==> config.mk <==
export PLATFORM = sky130hd
export DESIGN_NAME = next_fit_slot_allocator
export DESIGN_NICKNAME = d
export VERILOG_FILES = /design/src/hdl/nfsa_pkg.sv /design/src/hdl/next_fit_slot_allocator.sv /design/src/hdl/nfsa_ctrl.sv /design/src/hdl/nfsa_datapath.sv
export SDC_FILE = /design/constraint.sdc
export NUM_CORES = 1
export LEC_CHECK = 0
export BUFFER_PORTS_ARGS = -buffer_cell sky130_fd_sc_hd__buf_2
export CAP_MARGIN = 20
export CORE_ASPECT_RATIO = 1.1
export CORE_UTILIZATION = 40
export CTS_BUF_LIST = sky130_fd_sc_hd__clkbuf_4 sky130_fd_sc_hd__clkbuf_8
export DETAILED_ROUTE_END_ITERATION = 8
export PLACE_DENSITY = 0.65
export SYNTH_ARGS = -nofsm -noshare
export SYNTH_HDL_FRONTEND = slang
export SYNTH_SLANG_ARGS = --single-unit
==> constraint.sdc <==
create_clock -name i_clk -period 8.3 [get_ports i_clk]
set_input_delay 1.245 -clock i_clk [delete_from_list [all_inputs] [get_ports i_clk]]
set_output_delay 1.245 -clock i_clk [all_outputs]
set_load 0.01 [all_outputs]
==> src/hdl/nfsa_pkg.sv <==
// ----------------------------------------------------------------------------
// nfsa_pkg
// Shared types and codes for the next-fit slot allocator: the command and
// result payloads, status codes, register indexes and controller commands.
// ----------------------------------------------------------------------------
package nfsa_pkg;

    // Command codes
    localparam logic CMD_ALLOC = 1'b0;
    localparam logic CMD_FREE  = 1'b1;

    // Configuration register indexes
    localparam logic REG_POOL_ENABLE = 1'b0;
    localparam logic REG_POOL_SIZE   = 1'b1;

    localparam int CFG_INDEX_W = 1;
    localparam int CFG_DATA_W  = 7;
    localparam int SIZE_W      = 7;
    localparam int REQ_W       = 7;
    localparam int SLOT_W      = 6;
    localparam int STATUS_W    = 3;

    // Largest slot index a 7-bit size or request can reach, plus one
    localparam int SLOT_LIMIT = 128;

    // Result status codes
    typedef enum logic [STATUS_W-1:0] {
        ST_ALLOCATED = 3'd0,
        ST_FULL      = 3'd1,
        ST_FREED     = 3'd2,
        ST_OUTSIDE   = 3'd3,
        ST_NO_POOL   = 3'd4
    } t_status;

    // Command item
    typedef struct packed {
        logic             command;
        logic [REQ_W-1:0] free_slot;
    } t_item;

    // Result item
    typedef struct packed {
        logic [SLOT_W-1:0] slot;
        t_status           status;
    } t_result;

    // Controller to datapath
    typedef struct packed {
        logic capture;
        logic commit;
    } t_dp_cmd;

endpackage

==> src/hdl/next_fit_slot_allocator.sv <==
// ----------------------------------------------------------------------------
// next_fit_slot_allocator
// Fixed-size slot pool with a free bitmap and a next-fit search pointer.
//
// Usage:
//   A command (allocate or free) is taken on a clock edge with start high
//   and busy low. The capture step registers it with its candidate
//   vectors; the pick step, in which no command is taken, runs the two
//   lowest-free-slot encoders, updates the map and pointer and registers
//   the result, shown on o_result and flagged by o_valid for exactly one
//   cycle. The result register frees the controller, so busy drops while
//   the result is shown and the next command may be taken in that cycle.
//   The receiver cannot stall; results are not held.
//   Configuration writes (i_cfg_we, i_cfg_index, i_cfg_data) take effect at
//   once; the user issues them only while no command is in flight, which
//   the block does not enforce. Writing pool_size marks every slot free
//   and returns the pointer to zero.
//   Reset: pool disabled, pool_size 64, all slots free, pointer zero, no
//   result pending. There is no clearing pass.
// ----------------------------------------------------------------------------
module next_fit_slot_allocator import nfsa_pkg::*; #(
    parameter int POOL_DEPTH = 64
) (
    input  logic                   i_clk,
    input  logic                   i_rst_n,
    input  logic                   start,
    output logic                   busy,
    input  t_item                  i_item,
    input  logic                   i_cfg_we,
    input  logic [CFG_INDEX_W-1:0] i_cfg_index,
    input  logic [CFG_DATA_W-1:0]  i_cfg_data,
    output logic                   o_valid,
    output t_result                o_result
);

    t_dp_cmd w_cmd;

    // Sequence each transfer
    nfsa_ctrl u_ctrl (
        .i_clk   (i_clk),
        .i_rst_n (i_rst_n),
        .i_start (start),
        .o_busy  (busy),
        .o_cmd   (w_cmd)
    );

    // Hold pool state and resolve commands
    nfsa_datapath #(
        .POOL_DEPTH (POOL_DEPTH)
    ) u_datapath (
        .i_clk       (i_clk),
        .i_rst_n     (i_rst_n),
        .i_cmd       (w_cmd),
        .i_item      (i_item),
        .i_cfg_we    (i_cfg_we),
        .i_cfg_index (i_cfg_index),
        .i_cfg_data  (i_cfg_data),
        .o_valid     (o_valid),
        .o_result    (o_result)
    );

endmodule

==> src/hdl/nfsa_ctrl.sv <==
// ----------------------------------------------------------------------------
// nfsa_ctrl
// Sequencer for the allocator: takes a command, then runs its pick state in
// which the datapath resolves the search and updates the map.
// ----------------------------------------------------------------------------
module nfsa_ctrl import nfsa_pkg::*; (
    input  logic    i_clk,
    input  logic    i_rst_n,
    input  logic    i_start,
    output logic    o_busy,
    output t_dp_cmd o_cmd
);

    typedef enum logic [1:0] {
        S_IDLE = 2'b01,
        S_PICK = 2'b10
    } t_state;

    t_state r_state;
    t_state n_state;

    // Next state
    always_comb begin
        n_state = r_state;
        unique case (r_state)
            S_IDLE: begin
                if (i_start) begin
                    n_state = S_PICK;
                end
            end
            S_PICK: begin
                n_state = S_IDLE;
            end
            default: begin
                n_state = S_IDLE;
            end
        endcase
    end

    // Hold state
    always_ff @(posedge i_clk) begin
        if (!i_rst_n) begin
            r_state <= S_IDLE;
        end else begin
            r_state <= n_state;
        end
    end

    // Drive datapath commands
    always_comb begin
        o_busy        = (r_state == S_PICK);
        o_cmd.capture = (r_state == S_IDLE) && i_start;
        o_cmd.commit  = (r_state == S_PICK);
    end

endmodule

==> src/hdl/nfsa_datapath.sv <==
// ----------------------------------------------------------------------------
// nfsa_datapath
// Free bitmap, search pointer and configuration registers. On capture it
// registers the command with the masked candidate vectors; on commit an
// allocate takes the first free slot at or after the pointer (else the first
// one) and moves the pointer, a free frees its slot; the result is registered.
// ----------------------------------------------------------------------------
module nfsa_datapath import nfsa_pkg::*; #(
    parameter int POOL_DEPTH = 64
) (
    input  logic                   i_clk,
    input  logic                   i_rst_n,
    input  t_dp_cmd                i_cmd,
    input  t_item                  i_item,
    input  logic                   i_cfg_we,
    input  logic [CFG_INDEX_W-1:0] i_cfg_index,
    input  logic [CFG_DATA_W-1:0]  i_cfg_data,
    output logic                   o_valid,
    output t_result                o_result
);

    localparam int SLOT_N = (POOL_DEPTH < SLOT_LIMIT) ? POOL_DEPTH : SLOT_LIMIT;
    localparam int IDX_W  = (SLOT_N > 1) ? $clog2(SLOT_N) : 1;
    localparam int CMP_W  = 11;

    // Configuration and allocator state
    logic              r_pool_enable;
    logic [SIZE_W-1:0] r_pool_size;
    logic [SLOT_N-1:0] r_free_map;
    logic [SLOT_N-1:0] n_free_map;
    logic [IDX_W-1:0]  r_ptr;
    logic [IDX_W-1:0]  n_ptr;

    // Captured command
    logic              r_command;
    logic [REQ_W-1:0]  r_req;
    logic              r_in_range;
    logic [SLOT_N-1:0] r_hi;
    logic [SLOT_N-1:0] r_all;

    // Result
    logic              r_valid;
    t_result           r_result;
    t_result           n_result;

    // Search terms
    logic [SIZE_W-1:0] w_n;
    logic [SLOT_N-1:0] w_hi;
    logic [SLOT_N-1:0] w_all;
    logic [SLOT_N-1:0] w_hi_low;
    logic [SLOT_N-1:0] w_all_low;
    logic [IDX_W-1:0]  w_hi_idx;
    logic [IDX_W-1:0]  w_all_idx;
    logic [IDX_W-1:0]  w_pick;
    logic [7:0]        w_pick_ext;
    logic [7:0]        w_pick_inc;

    // Clamp the active size to the map depth
    always_comb begin
        if (CMP_W'(r_pool_size) > CMP_W'(POOL_DEPTH)) begin
            w_n = SIZE_W'(POOL_DEPTH);
        end else begin
            w_n = r_pool_size;
        end
    end

    // Mask free slots inside the pool, and those at or after the pointer
    always_comb begin
        for (int j = 0; j < SLOT_N; j++) begin
            w_all[j] = r_free_map[j] && (8'(j) < 8'(w_n));
            w_hi[j]  = w_all[j] && (8'(j) >= 8'(r_ptr));
        end
    end

    // Isolate the lowest set bit of each candidate vector and encode it
    always_comb begin
        w_hi_low  = r_hi & (~r_hi + SLOT_N'(1));
        w_all_low = r_all & (~r_all + SLOT_N'(1));
        w_hi_idx  = '0;
        w_all_idx = '0;
        for (int j = 0; j < SLOT_N; j++) begin
            if (w_hi_low[j]) begin
                w_hi_idx = w_hi_idx | IDX_W'(j);
            end
            if (w_all_low[j]) begin
                w_all_idx = w_all_idx | IDX_W'(j);
            end
        end
        w_pick     = (|r_hi) ? w_hi_idx : w_all_idx;
        w_pick_ext = 8'(w_pick);
        w_pick_inc = w_pick_ext + 8'd1;
    end

    // Resolve the command and the state update
    always_comb begin
        n_free_map      = r_free_map;
        n_ptr           = r_ptr;
        n_result.slot   = '0;
        n_result.status = ST_NO_POOL;
        if (!r_pool_enable) begin
            n_result.status = ST_NO_POOL;
        end else if (r_command == CMD_ALLOC) begin
            if (|r_all) begin
                n_free_map[w_pick] = 1'b0;
                if (w_pick_inc == 8'(w_n)) begin
                    n_ptr = '0;
                end else begin
                    n_ptr = w_pick_inc[IDX_W-1:0];
                end
                n_result.slot   = w_pick_ext[SLOT_W-1:0];
                n_result.status = ST_ALLOCATED;
            end else begin
                n_result.status = ST_FULL;
            end
        end else begin
            if (r_in_range) begin
                n_free_map[r_req[IDX_W-1:0]] = 1'b1;
                n_result.slot   = r_req[SLOT_W-1:0];
                n_result.status = ST_FREED;
            end else begin
                n_result.status = ST_OUTSIDE;
            end
        end
    end

    // Capture the command and its candidate vectors
    always_ff @(posedge i_clk) begin
        if (i_cmd.capture) begin
            r_command  <= i_item.command;
            r_req      <= i_item.free_slot;
            r_in_range <= (i_item.free_slot < w_n);
            r_hi       <= w_hi;
            r_all      <= w_all;
        end
    end

    // Update configuration, map and pointer
    always_ff @(posedge i_clk) begin
        if (!i_rst_n) begin
            r_pool_enable <= 1'b0;
            r_pool_size   <= SIZE_W'(64);
            r_free_map    <= '1;
            r_ptr         <= '0;
        end else if (i_cfg_we) begin
            if (i_cfg_index == REG_POOL_ENABLE) begin
                r_pool_enable <= i_cfg_data[0];
            end else begin
                r_pool_size <= i_cfg_data[SIZE_W-1:0];
                r_free_map  <= '1;
                r_ptr       <= '0;
            end
        end else if (i_cmd.commit) begin
            r_free_map <= n_free_map;
            r_ptr      <= n_ptr;
        end
    end

    // Register the result strobe and payload
    always_ff @(posedge i_clk) begin
        if (!i_rst_n) begin
            r_valid <= 1'b0;
        end else begin
            r_valid <= i_cmd.commit;
        end
    end

    always_ff @(posedge i_clk) begin
        if (i_cmd.commit) begin
            r_result <= n_result;
        end
    end

    assign o_valid  = r_valid;
    assign o_result = r_result;

endmodule
---- Word level (Yosys, flattened, before mapping) ----
Cells that the tools add are included.
word-level totals
  register bits after elaboration ......... 226
  input bits .............................. 20
  output and inout bits ................... 11
  word-level logic and storage cells ...... 500
cells by class
  add/subtract/negate cells ............... 3
  order comparisons ....................... 133
  equal/unequal tests ..................... 14
  multiplexer cells ....................... 193
  bitwise operators ....................... 7
  reduce and logical (&&, ||, !) cells .... 137
operator list
  cell                                                              count
  two-way mux 64 bit                                                17
  two-way mux 6 bit                                                 89
  less-than comparator 6 x 7 -> 1 bit, first input constant         32
  AND 64 bit                                                        3
  inverter 64 bit                                                   3
  greater-or-equal comparator 6 bit, first input constant           31
  two-way mux 5 bit                                                 32
  logical AND 1 bit                                                 130
  adder 64 x 1 -> 64 bit, second input constant                     2
  OR reduction 64 bit                                               2
  less-than comparator 5 x 7 -> 1 bit, first input constant         16
  greater-or-equal comparator 5 x 6 -> 1 bit, first input constant  16
  two-way mux 4 bit                                                 16
  OR 64 bit                                                         1
  less-than comparator 4 x 7 -> 1 bit, first input constant         8
  greater-or-equal comparator 4 x 6 -> 1 bit, first input constant  8
  two-way mux 7 bit                                                 6
  two-way mux 3 bit                                                 12
  less-than comparator 3 x 7 -> 1 bit, first input constant         4
  greater-or-equal comparator 3 x 6 -> 1 bit, first input constant  4
  two-way mux 9 bit                                                 2
  less-than comparator 1 x 7 -> 1 bit, first input constant         2
  less-than comparator 2 x 7 -> 1 bit, first input constant         2
  less-than comparator 6 x 7 -> 1 bit, second input constant        2
  21 further kinds                                                  47

---- Depth between registers and ports, before layout ----
  depth in word-level cells ............... 84
  depth in mapped cells ................... 17
  depth with buffers taken out ............ 15

---- Cells and area by module ----
A second synthesis with hierarchy kept.
unflattened totals
  cell total of the unflattened synthesis .. 1554
  area total of the unflattened synthesis .. 13461.7 um^2
by module, submodules not included
  module         instances  cells an instance  area each (um^2)  seq. area each (um^2)
  nfsa_datapath  1          1547               13379.1           5905.7
  nfsa_ctrl      1          7                  82.6              40.0

---- Worst setup path after synthesis ----
OpenSTA, ideal clock, no wires.
  path type ............................... input to register
  from .................................... input start
  to ...................................... register u_ctrl.r_state[0]
  data arrival time ....................... 4609 ps
  data required time ...................... 7997 ps
  setup slack ............................. 3387 ps
  stages .................................. 2
  buffers on the path ..................... 0
  cells stage by stage .................... and3b_1 nand2_1
between the ends
  word-level cells in the longest chain between the ends .. 1
RTL lines
  element                          line                           RTL
  from (decl)                      next_fit_slot_allocator.sv:26  input logic start,
  inequality test 2 bit (no line)  -
  to (signal assigned)             nfsa_ctrl.sv:45                r_state <= n_state;
  to (decl)                        nfsa_ctrl.sv:19                t_state r_state;
No other way between the ends.
A chain may end at the register's enable or synchronous reset.

---- Worst setup path after layout ----
  from .................................... register u_datapath.r_hi[43]
  to ...................................... register u_datapath.r_ptr[5]
between the ends
  word-level cells in the longest chain between the ends .. 42
  elaborated cells between the ends (all ways) .. 43
RTL lines
  element                             line                  RTL
  from (decl)                         nfsa_datapath.sv:38   logic [SLOT_N-1:0] r_hi;
  from (signal assigned)              nfsa_datapath.sv:132  r_hi <= w_hi;
  inverter 64 bit                     nfsa_datapath.sv:77   w_hi_low = r_hi & (~r_hi + SLOT_N'(1));
  adder 64 x 1 -> 64 bit              nfsa_datapath.sv:77
  AND 64 bit                          nfsa_datapath.sv:77
  two-way mux 6 bit (21 in a row)     nfsa_datapath.sv:82   if (w_hi_low[j]) begin
  two-way mux 6 bit (*)               nfsa_datapath.sv:89   w_pick = (|r_hi) ? w_hi_idx : w_all_idx;
  adder 6 x 1 -> 7 bit (*)            nfsa_datapath.sv:91   w_pick_inc = w_pick_ext + 8'd1;
  == test 8 x 7 -> 1 bit              nfsa_datapath.sv:105  if (w_pick_inc == 8'(w_n)) begin
  two-way mux 6 bit (*)               nfsa_datapath.sv:105
  [... 5 more ...]                    -
  two-way mux 6 bit (*)               nfsa_datapath.sv:100  if (!r_pool_enable) begin
  two-way mux 6 bit (*)               nfsa_datapath.sv:102  end else if (r_command == CMD_ALLOC) begin
  two-way mux 6 bit (*) (2 in a row)  nfsa_datapath.sv:100
  two-way mux 6 bit (*)               nfsa_datapath.sv:152  end else if (i_cmd.commit) begin
  two-way mux 6 bit (*)               nfsa_datapath.sv:144  end else if (i_cfg_we) begin
  two-way mux 6 bit (*)               nfsa_datapath.sv:139  if (!i_rst_n) begin
  two-way mux 6 bit (*)               nfsa_datapath.sv:144
  two-way mux 6 bit (*)               nfsa_datapath.sv:139
  to (signal assigned)                nfsa_datapath.sv:154  r_ptr <= n_ptr;
  to (decl)                           nfsa_datapath.sv:31   logic [IDX_W-1:0] r_ptr;
Mark *: on every way between the ends. The rest lies on a longest branch, timed or not. The select of a mux whose other input is x is not followed.

==> flow_metrics.env <==
export IMPL_area_growth_pct=10.1
export IMPL_switching_share=0.281
export IMPL_r2r_setup_slack_ps=2800
export IMPL_drive_gt1_frac=0.100
export IMPL_cts_setup_buffers=0
export IMPL_hold_ws_ps=488
export IMPL_dominantRegCellSynth="sky130_fd_sc_hd__edfxtp_1"
export IMPL_sequential_fraction_of_design_power=0.489
export IMPL_synthTopCellsByArea="sky130_fd_sc_hd__edfxtp_1 (32%), sky130_fd_sc_hd__dfxtp_1 (12%), sky130_fd_sc_hd__o21ai_0 (7.1%)"
export IMPL_grt_first_pass_wirelength_um=77000
export IMPL_max_slew_worst_pin_slew_ps=1090
export IMPL_grt_ovfl_total=0
export IMPL_crit_required_ps=8730
export IMPL_area_of_the_die_um2=34700
export IMPL_rr_startpoint="u_datapath.r_hi[43]"
export IMPL_critPathLaunchType="flop"
export IMPL_net_count_final=1577
export IMPL_htreeDepth=2
export IMPL_number_of_register_bits_inferred_by_synthesis=225
export IMPL_synth_top_cell_by_area="sky130_fd_sc_hd__edfxtp_1"
export IMPL_synth_async_reset_ratio=0
export IMPL_postRouteAntennaNets=0
export IMPL_worstSetupEndpointType="flop"
export IMPL_antenna_found_initial=1
export IMPL_root_buffer="sky130_fd_sc_hd__clkbuf_8"
export IMPL_setup_repair_after_global_routing_missed_its_margin="no"
export IMPL_reg2regPathDepth=14
export IMPL_detail_route_iter0_violations=1519
export IMPL_number_of_clock_buffers_inserted_by_tritoncts=39
export IMPL_maxSlewHeadroom=0.269
export IMPL_path_max_fanout=14
export IMPL_wirelength_um=51500
export IMPL_seq_area_um2=5950
export IMPL_final_worst_path_period_need_ps=5500
export IMPL_avgRoutedWirePerCell_um=25.6
export IMPL_multi_input_comb_area_um2=7150
export IMPL_fin_setup_tns_ps=0
export IMPL_hp_class="reg -> reg"
export IMPL_clock_latency_ps=580
export IMPL_cts_reportedPaths_clkPinSlew_ps=60
export IMPL_postSynthCellCount=1536
export IMPL_synth_yosys_warnings=0
export IMPL_rows=70
export IMPL_timing_clock_skew_ps=40.5
export IMPL_cts_resized_gates=0
export IMPL_cts_sink_count=225
export IMPL_grt_pass1_vias=12134
export IMPL_cts_tree="done"
export IMPL_synth_most_common_cell="sky130_fd_sc_hd__o21ai_0"
export IMPL_pwr_share_clk=0.404
export IMPL_netlist_area_um2=13600
export IMPL_critical_path_arrival_ps=5930
export IMPL_mappedNetlistNets=1563
export IMPL_dominant_combinational_cell_family_by_area_after_synthesis="simple AND/OR/NAND/NOR gates"
export IMPL_final_setup_viol_count=0
export IMPL_ios=31
export IMPL_p_per_area_nw_per_um2=182
export IMPL_muxShareOfSynthArea=0
export IMPL_maxCapViolations=0
export IMPL_gp_congestion=1.02
export IMPL_cellLeakagePower_nw=4.89
export IMPL_die_ht_um=195
export IMPL_synthSimpleGateAreaFrac=0.259
export IMPL_timing_fmax_ghz=0.182
export IMPL_synth_sequential_area_ratio=0.438
export IMPL_filler_cell_count=3278
export IMPL_synth_cell_type_count=80
export IMPL_ir_worst_vdd_v=0.000154
export IMPL_clk_path_buf_depth=3
export IMPL_routed_via_count=13104
export IMPL_synthesis_area_per_instance_um2=8.83
export IMPL_p_comb_frac=0.107
export IMPL_chipWidth_um=178
export IMPL_max_slew_violation_count=0
export IMPL_hpwl_um=38900
export IMPL_port_buffers=30
export IMPL_synth_edff_count=144
export IMPL_dr_pass1_iters=5
export IMPL_worst_hold_startpoint="u_datapath.r_free_map[63]"
export IMPL_r2r_end="u_datapath.r_ptr[5]"
export IMPL_cts_hold_buffers=0
export IMPL_min_delay_path_depth=2
export IMPL_cell_internal_pwr_mw=1.96
export IMPL_groute_usage_overall=0.298
export IMPL_worstHoldEndpoint="u_datapath.r_free_map[63]"
export IMPL_share_of_the_synthesized_area_in_compound_gates_ao_oa_aoi_oai=0.253
export IMPL_post_synth_most_frequent_cells="sky130_fd_sc_hd__o21ai_0 (192), sky130_fd_sc_hd__edfxtp_1 (144), sky130_fd_sc_hd__a21oi_1 (124)"
export IMPL_final_min_period_over_clock_period=0.662
export IMPL_synth_xor_area_share=0.00701
export IMPL_route_detailed_vias_per_inst=6.51
export IMPL_drt_drc_violations_left=0
export IMPL_p_sw_mw=0.766
export IMPL_criticalPathCategory="reg -> reg"
export IMPL_core_area_um2=33300
export IMPL_outcome="finished clean"
export IMPL_count_of_endpoints_failing_hold_in_the_final_timing_report=0
export IMPL_starting_utilization_of_the_core_area=0.408
export IMPL_grt_max_degree=71
export IMPL_post_synth_fa_ha_maj_area_fraction=0.00646
export IMPL_synth_top_area_share=0.319
how the worst max path moves through the flow:
stage                               startpoint             endpoint  slack (ps)  cells past startpoint
after global placement    u_datapath.r_all[11]  u_datapath.r_ptr[4]        3000                     14
after CTS                  u_datapath.r_hi[43]  u_datapath.r_ptr[5]        2890                     14
after global routing       u_datapath.r_hi[43]  u_datapath.r_ptr[5]        2440                     14
after detailed placement   u_datapath.r_hi[43]  u_datapath.r_ptr[5]        2900                     14
final                      u_datapath.r_hi[43]  u_datapath.r_ptr[5]        2800                     14
after floorplan                          start    u_ctrl.r_state[0]        3390                      2
registers in the layout (all words and copies together), names as in the netlist, 2 cells and up:
| name | flops |
|---|---|
| u_ctrl.r_state | 2 |
| u_datapath.r_free_map | 64 |
| u_datapath.r_hi | 63 |
| u_datapath.r_ptr | 6 |
| u_datapath.r_all | 64 |
| u_datapath.r_req | 6 |
| u_datapath.r_pool_size | 7 |
| u_datapath.o_result | 9 |
stage by stage:
step | std cells | total power [mW] | setup slack [ps] | area, um2 | utilization
3_3_place_gp | 1941 | 1.63 | 3000 | 14100 | 0.423
3_5_place_dp | 1941 | 1.63 | 2900 | 14100 | 0.423
5_1_grt | 2011 | 2.81 | 2440 | 14900 | 0.449
4_1_cts | 2011 | 2.73 | 2890 | 14900 | 0.449
6_report | 2012 | 2.72 | 2800 | 14900 | 0.449
2_1_floorplan | 1536 | 1.51 | 3390 | 13600 | -
metal layers:
metal,up-vias,wire length [um],GRT usage
met4,2,2720,0.142
met2,788,23300,0.465
met5,-,11,0
met1,6235,21100,0.402
met3,147,4410,0.0477
li1,5932,-,-
logic make-up (layout without fill, tap and decap cells):
group / after synthesis / count (layout)
xor+xnor: 6 / 6
flops: 225 / 225
buf+inv: 115 / 158
simple gates: 633 / 633
fa+ha+maj: 7 / 7
other cells: 0 / 1
compound gates: 550 / 550
worst max-delay path: stages, from the launching register on:
cell	delay, ps
sky130_fd_sc_hd__edfxtp_1	440
sky130_fd_sc_hd__nor4_1	670
sky130_fd_sc_hd__nand2_1	490
sky130_fd_sc_hd__nor4_1	830
sky130_fd_sc_hd__nand2_1	110
sky130_fd_sc_hd__nand4bb_1	240
sky130_fd_sc_hd__nor4_1	460
sky130_fd_sc_hd__a21o_1	360
sky130_fd_sc_hd__clkinv_1	350
sky130_fd_sc_hd__ha_1	440
sky130_fd_sc_hd__xor2_1	160
sky130_fd_sc_hd__o31ai_1	220
sky130_fd_sc_hd__nand3_1	210
sky130_fd_sc_hd__nor3_2	290
sky130_fd_sc_hd__o211ai_1	130
power groups by stage:
| stage | logic [mW] | clock network [mW] | registers [mW] |
|---|---|---|---|
| finish | 0.292 | 1.10 | 1.33 |
| global placement | 0.281 | 0 | 1.35 |
| detailed placement | 0.282 | 0 | 1.35 |
| CTS | 0.283 | 1.11 | 1.33 |
| global route | 0.310 | 1.16 | 1.34 |
| floorplan | 0.194 | 0 | 1.32 |
placed cells by master (no fill, tap or decap), drive strengths merged, types with 13 or more instances in the layout:
cell type,count
o31ai,15
or4,18
and2,48
o21ai,193
and3,17
a21o,68
a21boi,47
or2,13
edfxtp,144
nand3,60
nor3b,22
inv,36
buf,54
nand2b,22
nand4,37
a31oi,16
nor2,97
clkbuf,56
dfxtp,81
nor2b,20
a21oi,125
nor4,60
nor3,49
nor4b,15
nand2,110
layout make-up:
| cell class | count | share of cell area |
|---|---|---|
| repair buffers | 54 | 0.0221 |
| multi-input cells | 1196 | 0.479 |
| inverters | 34 | 0.00855 |
| diodes | 1 | 0.000168 |
| clock inverters | 14 | 0.00888 |
| well taps | 432 | 0.0362 |
| clock buffers | 56 | 0.0470 |
| flip-flops and latches | 225 | 0.398 |
(Power assumes the default switching activity.)
